## config.mk

```make
export PLATFORM = sky130hd
export DESIGN_NAME = med_ctrl
export DESIGN_NICKNAME = d
export VERILOG_FILES = /design/src/rtl/med_pkg.sv /design/src/rtl/med_ctrl.sv
export SDC_FILE = /design/constraint.sdc
export NUM_CORES = 1
export LEC_CHECK = 0
export BUFFER_PORTS_ARGS = -buffer_cell sky130_fd_sc_hd__buf_2
export CORE_AREA = 3 3 40 42
export DETAILED_ROUTE_END_ITERATION = 10
export DIE_AREA = 0 0 43 45
export GPL_ROUTABILITY_DRIVEN = 0
export GPL_TIMING_DRIVEN = 0
export SETUP_SLACK_MARGIN = 0.1
export SLEW_MARGIN = 20
export SYNTH_ARGS = -nofsm -noshare
export SYNTH_HDL_FRONTEND = slang
export SYNTH_SLANG_ARGS = --single-unit
```

## constraint.sdc

```tcl
create_clock -name clock -period 1.3 [get_ports clock]
set_input_delay 0.26 -clock clock [delete_from_list [all_inputs] [get_ports clock]]
set_output_delay 0.26 -clock clock [all_outputs]
set_load 0.03 [all_outputs]
```

## src/rtl/med_pkg.sv

```systemverilog
// Shared types and constants of the min/max envelope decimator.
`default_nettype none
package med_pkg;

   localparam int PW_BITS    = 13;  // pixel_width register width
   localparam int QUOT_BITS  = 13;  // bucket quotient never exceeds the effective pixel width
   localparam int RIDX_BITS  = 12;  // read index field width
   localparam int CSR_IDX_BITS = 3;

   localparam logic [1:0] OP_SAMPLE = 2'd0;
   localparam logic [1:0] OP_FINISH = 2'd1;
   localparam logic [1:0] OP_READ   = 2'd2;

   localparam logic [1:0] KIND_NONE   = 2'd0;
   localparam logic [1:0] KIND_SPAN   = 2'd1;
   localparam logic [1:0] KIND_BUCKET = 2'd2;

   localparam logic [CSR_IDX_BITS-1:0] CSR_WIN_START  = 3'd0;
   localparam logic [CSR_IDX_BITS-1:0] CSR_WIN_END    = 3'd1;
   localparam logic [CSR_IDX_BITS-1:0] CSR_PIX_WIDTH  = 3'd2;
   localparam logic [CSR_IDX_BITS-1:0] CSR_INCL_DIS   = 3'd3;
   localparam logic [CSR_IDX_BITS-1:0] CSR_START_DIS  = 3'd4;

   typedef struct packed {
      logic clear_step;
      logic load;
      logic decode;
      logic mul;
      logic div_start;
      logic addr_set;
      logic mem_rd;
      logic upd;
      logic read_res;
      logic out_load;
   } cmd_type;

   typedef struct packed {
      logic clear_last;
      logic take;
      logic is_read;
      logic div_done;
   } stat_type;

endpackage
`default_nettype wire

```

## src/rtl/med_ctrl.sv

```systemverilog
// Controller: decodes each word, then a divide and bucket update or a read.
`default_nettype none
module med_ctrl import med_pkg::*; (
   input  wire logic     clock,
   input  wire logic     reset,
   input  wire logic     req_valid,
   output logic          req_ready,
   output logic          rsp_valid,
   input  wire logic     rsp_ready,
   input  wire stat_type stat,
   output cmd_type       cmd
);
   localparam logic [3:0] S_CLEAR  = 4'd0;
   localparam logic [3:0] S_IDLE   = 4'd1;
   localparam logic [3:0] S_DECODE = 4'd2;
   localparam logic [3:0] S_MUL    = 4'd3;
   localparam logic [3:0] S_DSTART = 4'd4;
   localparam logic [3:0] S_DIV    = 4'd5;
   localparam logic [3:0] S_RD     = 4'd6;
   localparam logic [3:0] S_UPD    = 4'd7;
   localparam logic [3:0] S_RRES   = 4'd8;
   localparam logic [3:0] S_DONE   = 4'd9;

   logic [3:0] state_ff, state_in;
   logic       rsp_valid_ff, rsp_valid_in;
   logic       out_free;

   assign out_free  = !rsp_valid_ff || rsp_ready;
   assign req_ready = state_ff == S_IDLE;
   assign rsp_valid = rsp_valid_ff;

   always_comb begin
      cmd          = '0;
      state_in     = state_ff;
      rsp_valid_in = rsp_valid_ff && !rsp_ready;
      unique case (state_ff)
         S_CLEAR: begin
            cmd.clear_step = 1'b1;
            if (stat.clear_last)
               state_in = S_IDLE;
         end
         S_IDLE: begin
            if (req_valid) begin
               cmd.load = 1'b1;
               state_in = S_DECODE;
            end
         end
         S_DECODE: begin
            cmd.decode = 1'b1;
            if (stat.take)
               state_in = S_MUL;
            else if (stat.is_read)
               state_in = S_RD;
            else
               state_in = S_DONE;
         end
         S_MUL: begin
            cmd.mul  = 1'b1;
            state_in = S_DSTART;
         end
         S_DSTART: begin
            cmd.div_start = 1'b1;
            state_in      = S_DIV;
         end
         S_DIV: begin
            if (stat.div_done) begin
               cmd.addr_set = 1'b1;
               state_in     = S_RD;
            end
         end
         S_RD: begin
            cmd.mem_rd = 1'b1;
            state_in   = stat.is_read ? S_RRES : S_UPD;
         end
         S_UPD: begin
            cmd.upd  = 1'b1;
            state_in = S_DONE;
         end
         S_RRES: begin
            cmd.read_res = 1'b1;
            state_in     = S_DONE;
         end
         S_DONE: begin
            if (out_free) begin
               cmd.out_load = 1'b1;
               rsp_valid_in = 1'b1;
               state_in     = S_IDLE;
            end
         end
         default: state_in = S_IDLE;
      endcase
   end

   always_ff @(posedge clock) begin
      if (reset) begin
         state_ff     <= S_CLEAR;
         rsp_valid_ff <= 1'b0;
      end else begin
         state_ff     <= state_in;
         rsp_valid_ff <= rsp_valid_in;
      end
   end

   a_accept_decode: assert property (@(posedge clock) disable iff (reset)
      (req_valid && req_ready) |=> state_ff == S_DECODE)
      else $error("accepted word did not go to decode");

   a_div_wait: assert property (@(posedge clock) disable iff (reset)
      (state_ff == S_DIV && !stat.div_done) |=> state_ff == S_DIV)
      else $error("left divide before quotient was ready");

   a_decode_next: assert property (@(posedge clock) disable iff (reset)
      state_ff == S_DECODE |=> (state_ff == S_MUL || state_ff == S_RD
                                || state_ff == S_DONE))
      else $error("bad state after decode");

   a_load_free: assert property (@(posedge clock) disable iff (reset)
      cmd.out_load |=> rsp_valid_ff)
      else $error("loaded result not shown");

endmodule
`default_nettype wire

```

---- Yosys cells after proc, flatten, opt, wreduce, memory -nomap -nowiden ----
Cells that the tools add are included.
storage, ports and cells
  logic and storage cells ................. 45
  input port bits ......................... 8
  register bits ........................... 5
cells by class
  equality and inequality tests ........... 13
  mux-type cells .......................... 23
  reductions and logical operators ........ 7
operator list
  cell                  count
  $pmux W4 S9           1
  $mux W4               7
  $eq A4 B3 Y1 const B  4
  $mux W1               15
  $eq A4 B2 Y1 const B  2
  $eq A4 B4 Y1 const B  2
  $ne A2 B2 Y1 const B  4
  $eq A4 B1 Y1 const B  1
  $logic_not A4 Y1      1
  $reduce_and A4 Y1     1
  $logic_not A1 Y1      2
  $reduce_or A2 Y1      1
  $logic_and A1 B1 Y1   1
  $logic_or A1 B1 Y1    1

---- Logic depth before layout (Yosys ltp) ----
  depth in word-level cells ............... 4
  gate-level depth with buffers ........... 5
  depth with buffers taken out ............ 4

---- Least setup slack after synthesis ----
OpenSTA, ideal clock, no wires.
  kind .................................... register to output
  start point ............................. register state_ff[0]
  end point ............................... output port cmd[8] (netlist bit)
  data required time ...................... 1040 ps
  cell stages (with the launch flop) ...... 4
  data arrival time ....................... 2118 ps
  path slack .............................. -1078 ps
  path buffers ............................ 1
  cells stage by stage .................... dfxtp_1 > buf_2 > nor4b_1 > and2_1
RTL lines
  element                 line            text
  from (decl)             med_ctrl.sv:24  logic [3:0] state_ff, state_in;
  from (signal assigned)  med_ctrl.sv:99  state_ff <= state_in;
  to (decl)               med_ctrl.sv:11  output cmd_type cmd

==> qor.txt <==
status: finished with violations
violated checks: negative setup slack
n_diodes: 0
grt ovf: 0
initial antenna violation count: 0
vias per std cell: 5.271
Max stage delay on crit path: 0.53 ns
reg-to-reg slack, setup: -0.16 ns
Max Freq: 625.8 MHz
buffers added on ports: 19
WL/cell: 13.83 um
Core ar.: 1285 um^2
Max VDD drop: 0.5579 mV
Hold Slack: 0.2236 ns
Fin. Hold Viols: 0
Worst Hold Path EP: state_ff[0]
final wirelength: 1632 um
startpoint types: flop
root buf cell: clkbuf_4
Buf/Inv on CP: 2
critical-path cell list: or4_4 > clkinvlp_4 > buf_6
post-synthesis sequential area ratio: 22.10%
first-pass detailed-route iteration total: 4
yosys synthesis warning count: 0
post-DP HPWL: 954.7 um
pwr dens: 600.8 nW/um^2
Max clock buf depth: 2
clock share of power: 29.8%
Remaining DRCs: 0
Worst Hold Launch: reset
Seq pwr share: 28.3%
initial core utilization: 35.25%
final instance area: 972.2 um^2
Setup violations, final: 14
largest net degree at the start of global routing: 11
vias post-DR: 622
starting DRC count in detailed routing: 14
Max-Cap Viols: 0
final worst slack: -0.2980 ns
Post-Syn Nets: 70
Final Skew: 0.003386 ns
R2R depth: 5
post-layout min period: 1.598 ns
WHS Path Cells: 2
Switch Pwr: 0.1822 mW
clk sink count: 5
Comb power frac: 41.8%
Antenna Violating Nets Remaining: 0
Slew HR: 84.41%
Cell Area, Placed: 658.1 um^2
Die Wd: 43 um
FP Rows: 13
slowest CP cell: or4_4
Leak: 0.4164 nW
cts bufs inserted: 3
synthesized area per cell: 7.305 um^2
Seq cells post-synth: 5
data required time of the worst path: 1.04 ns
Slew @ Worst Pin: 0.2329 ns
CTS tree: yes
commonest non-fill, non-tap cell in the layout: buf_4
total track usage: 18.15%
die area: 1935 um^2
Cells after Synth: 62
switching portion of total power: 31.19%
distinct cell type count after synthesis: 28
fin nets: 112
share of cells above drive strength 1: 71.84%
Die Ht: 45 um
post-route insts no fill: 118
Critical Path End Type: output port
Critical R2R Launch: state_ff[1]
critical path's top delay family: simple AND/OR/NAND/NOR gates
crit-path max FO: 4
crit path kind: reg -> out
# H-tree levels: 1
Final Core Density: 75.66%
most frequent cells in the layout: 18 x buf_4, 11 x buf_6, 9 x buf_2
P&R area growth vs syn: 114.6%
worst path arrival time: 1.34 ns
worst min-delay path category: in -> reg
vias in the first global route: 555
worst flop-to-flop path endpoint: state_ff[1]
hold-fix buffer count after cts: 0
unrepaired setup endpoints after global routing: yes
Final Max Slew Viols: 0
dpl cells: 96
final period utilization: 122.9%
Int Pwr: 0.4019 mW
# IOs: 20
global-route wire length before repair: 2615 um
Reg clk slew, reported paths: 0.04 ns
Post-Syn Area: 452.9 um^2
Worst-Skew Late Latency: 0.24 ns
registers in the layout (all words and copies together) (netlist names):
name and count:
state_ff 4, rsp_valid 1
metal layers:
layer	wire length (um)	share of wire [%]	up-vias	track usage, %
met5	0	0	-	0
met4	41	2.5	0	5.422
met3	83	5.1	6	7.968
met2	800	49	16	29.04
met1	707	43	289	22.17
li1	-	-	311	-
cells by family after synthesis:
group | count (synthesis) | share of synthesized area (%)
muxes | 1 | 2.210
buffers and inverters | 6 | 6.630
DFF | 5 | 22.10
and+or+nand+nor | 39 | 54.70
AOI/OAI and AO/OA | 11 | 14.36
synth_stat cells:
master,instances,area share (%)
nor2_1,7,5.8
nand3b_1,1,1.7
buf_2,3,3.3
and3_1,1,1.4
dfxtp_1,5,22
nor4b_1,3,5.8
o21ai_0,5,5.5
o22ai_1,1,1.4
nand3_1,2,2.2
or4_4,1,2.5
nor2_4,1,2.5
or3_1,1,1.4
or4b_1,1,2.2
nor2b_1,2,2.8
nand2_1,4,3.3
nor3_1,4,4.4
nand2b_1,4,5.5
inv_1,2,1.7
buf_4,1,1.7
a31oi_1,1,1.4
and2_1,2,2.8
nor2_2,1,1.4
nand4_2,1,2.8
a21oi_1,3,3.3
a211oi_2,1,2.8
nand4bb_1,2,5.0
nor4_1,1,1.4
mux2i_1,1,2.2
final cells by class:
cell class / count / area (um^2)
plain buffers: 4 / 56.30
fillers: 93 / 312.8
inverters: 2 / 11.26
flip-flops and latches: 5 / 112.6
repair buffers: 37 / 292.8
multi-input cells: 51 / 454.2
well taps: 15 / 18.77
clock buffers: 4 / 26.28
power groups by stage:
stage,Combinational [mW],Clock (mW),Sequential [mW]
6_report,0.244,0.174,0.166
5_1_grt,0.264,0.201,0.166
4_1_cts,0.209,0.182,0.170
3_5_place_dp,0.153,0,0.173
3_3_place_gp,0.153,0,0.173
2_1_floorplan,0.116,0,0.171
how the worst max path moves through the flow:
stage                start     endpoint  cells after the start
6_report       state_ff[1]       cmd[9]                      3
5_1_grt        state_ff[1]       cmd[8]                      4
4_1_cts        state_ff[1]       cmd[9]                      3
3_5_place_dp   state_ff[3]  state_ff[0]                      5
3_3_place_gp   state_ff[3]  state_ff[0]                      5
2_1_floorplan  state_ff[1]       cmd[8]                      3
what timing repair did:
action                                  in CTS  in global routing
endpoints found under the setup margin      14                 15
buffers inserted                             9                  9
pin swaps                                   10                  7
resized for setup                           34                 14
worst register-to-register path, stage by stage (launching register included):
cell and delay, ns:
dfxtp_4 0.36, or4_4 0.53, buf_4 0.16, nand4_2 0.08
nor4b_2 0.05, and3_1 0.17
per-stage QoR:
step                      power [mW]  setup WS, ns  setup TNS (ns)
after detailed placement      0.3258       -0.2396         -0.9975
after floorplan               0.2869       -0.2224         -0.7499
after global placement        0.3259       -0.2475         -0.9813
after CTS                     0.5613       -0.3131          -2.571
after global routing          0.6306       -0.3461          -3.352
final                         0.5841       -0.2980          -2.462
Power figures use the tool's default switching activity.
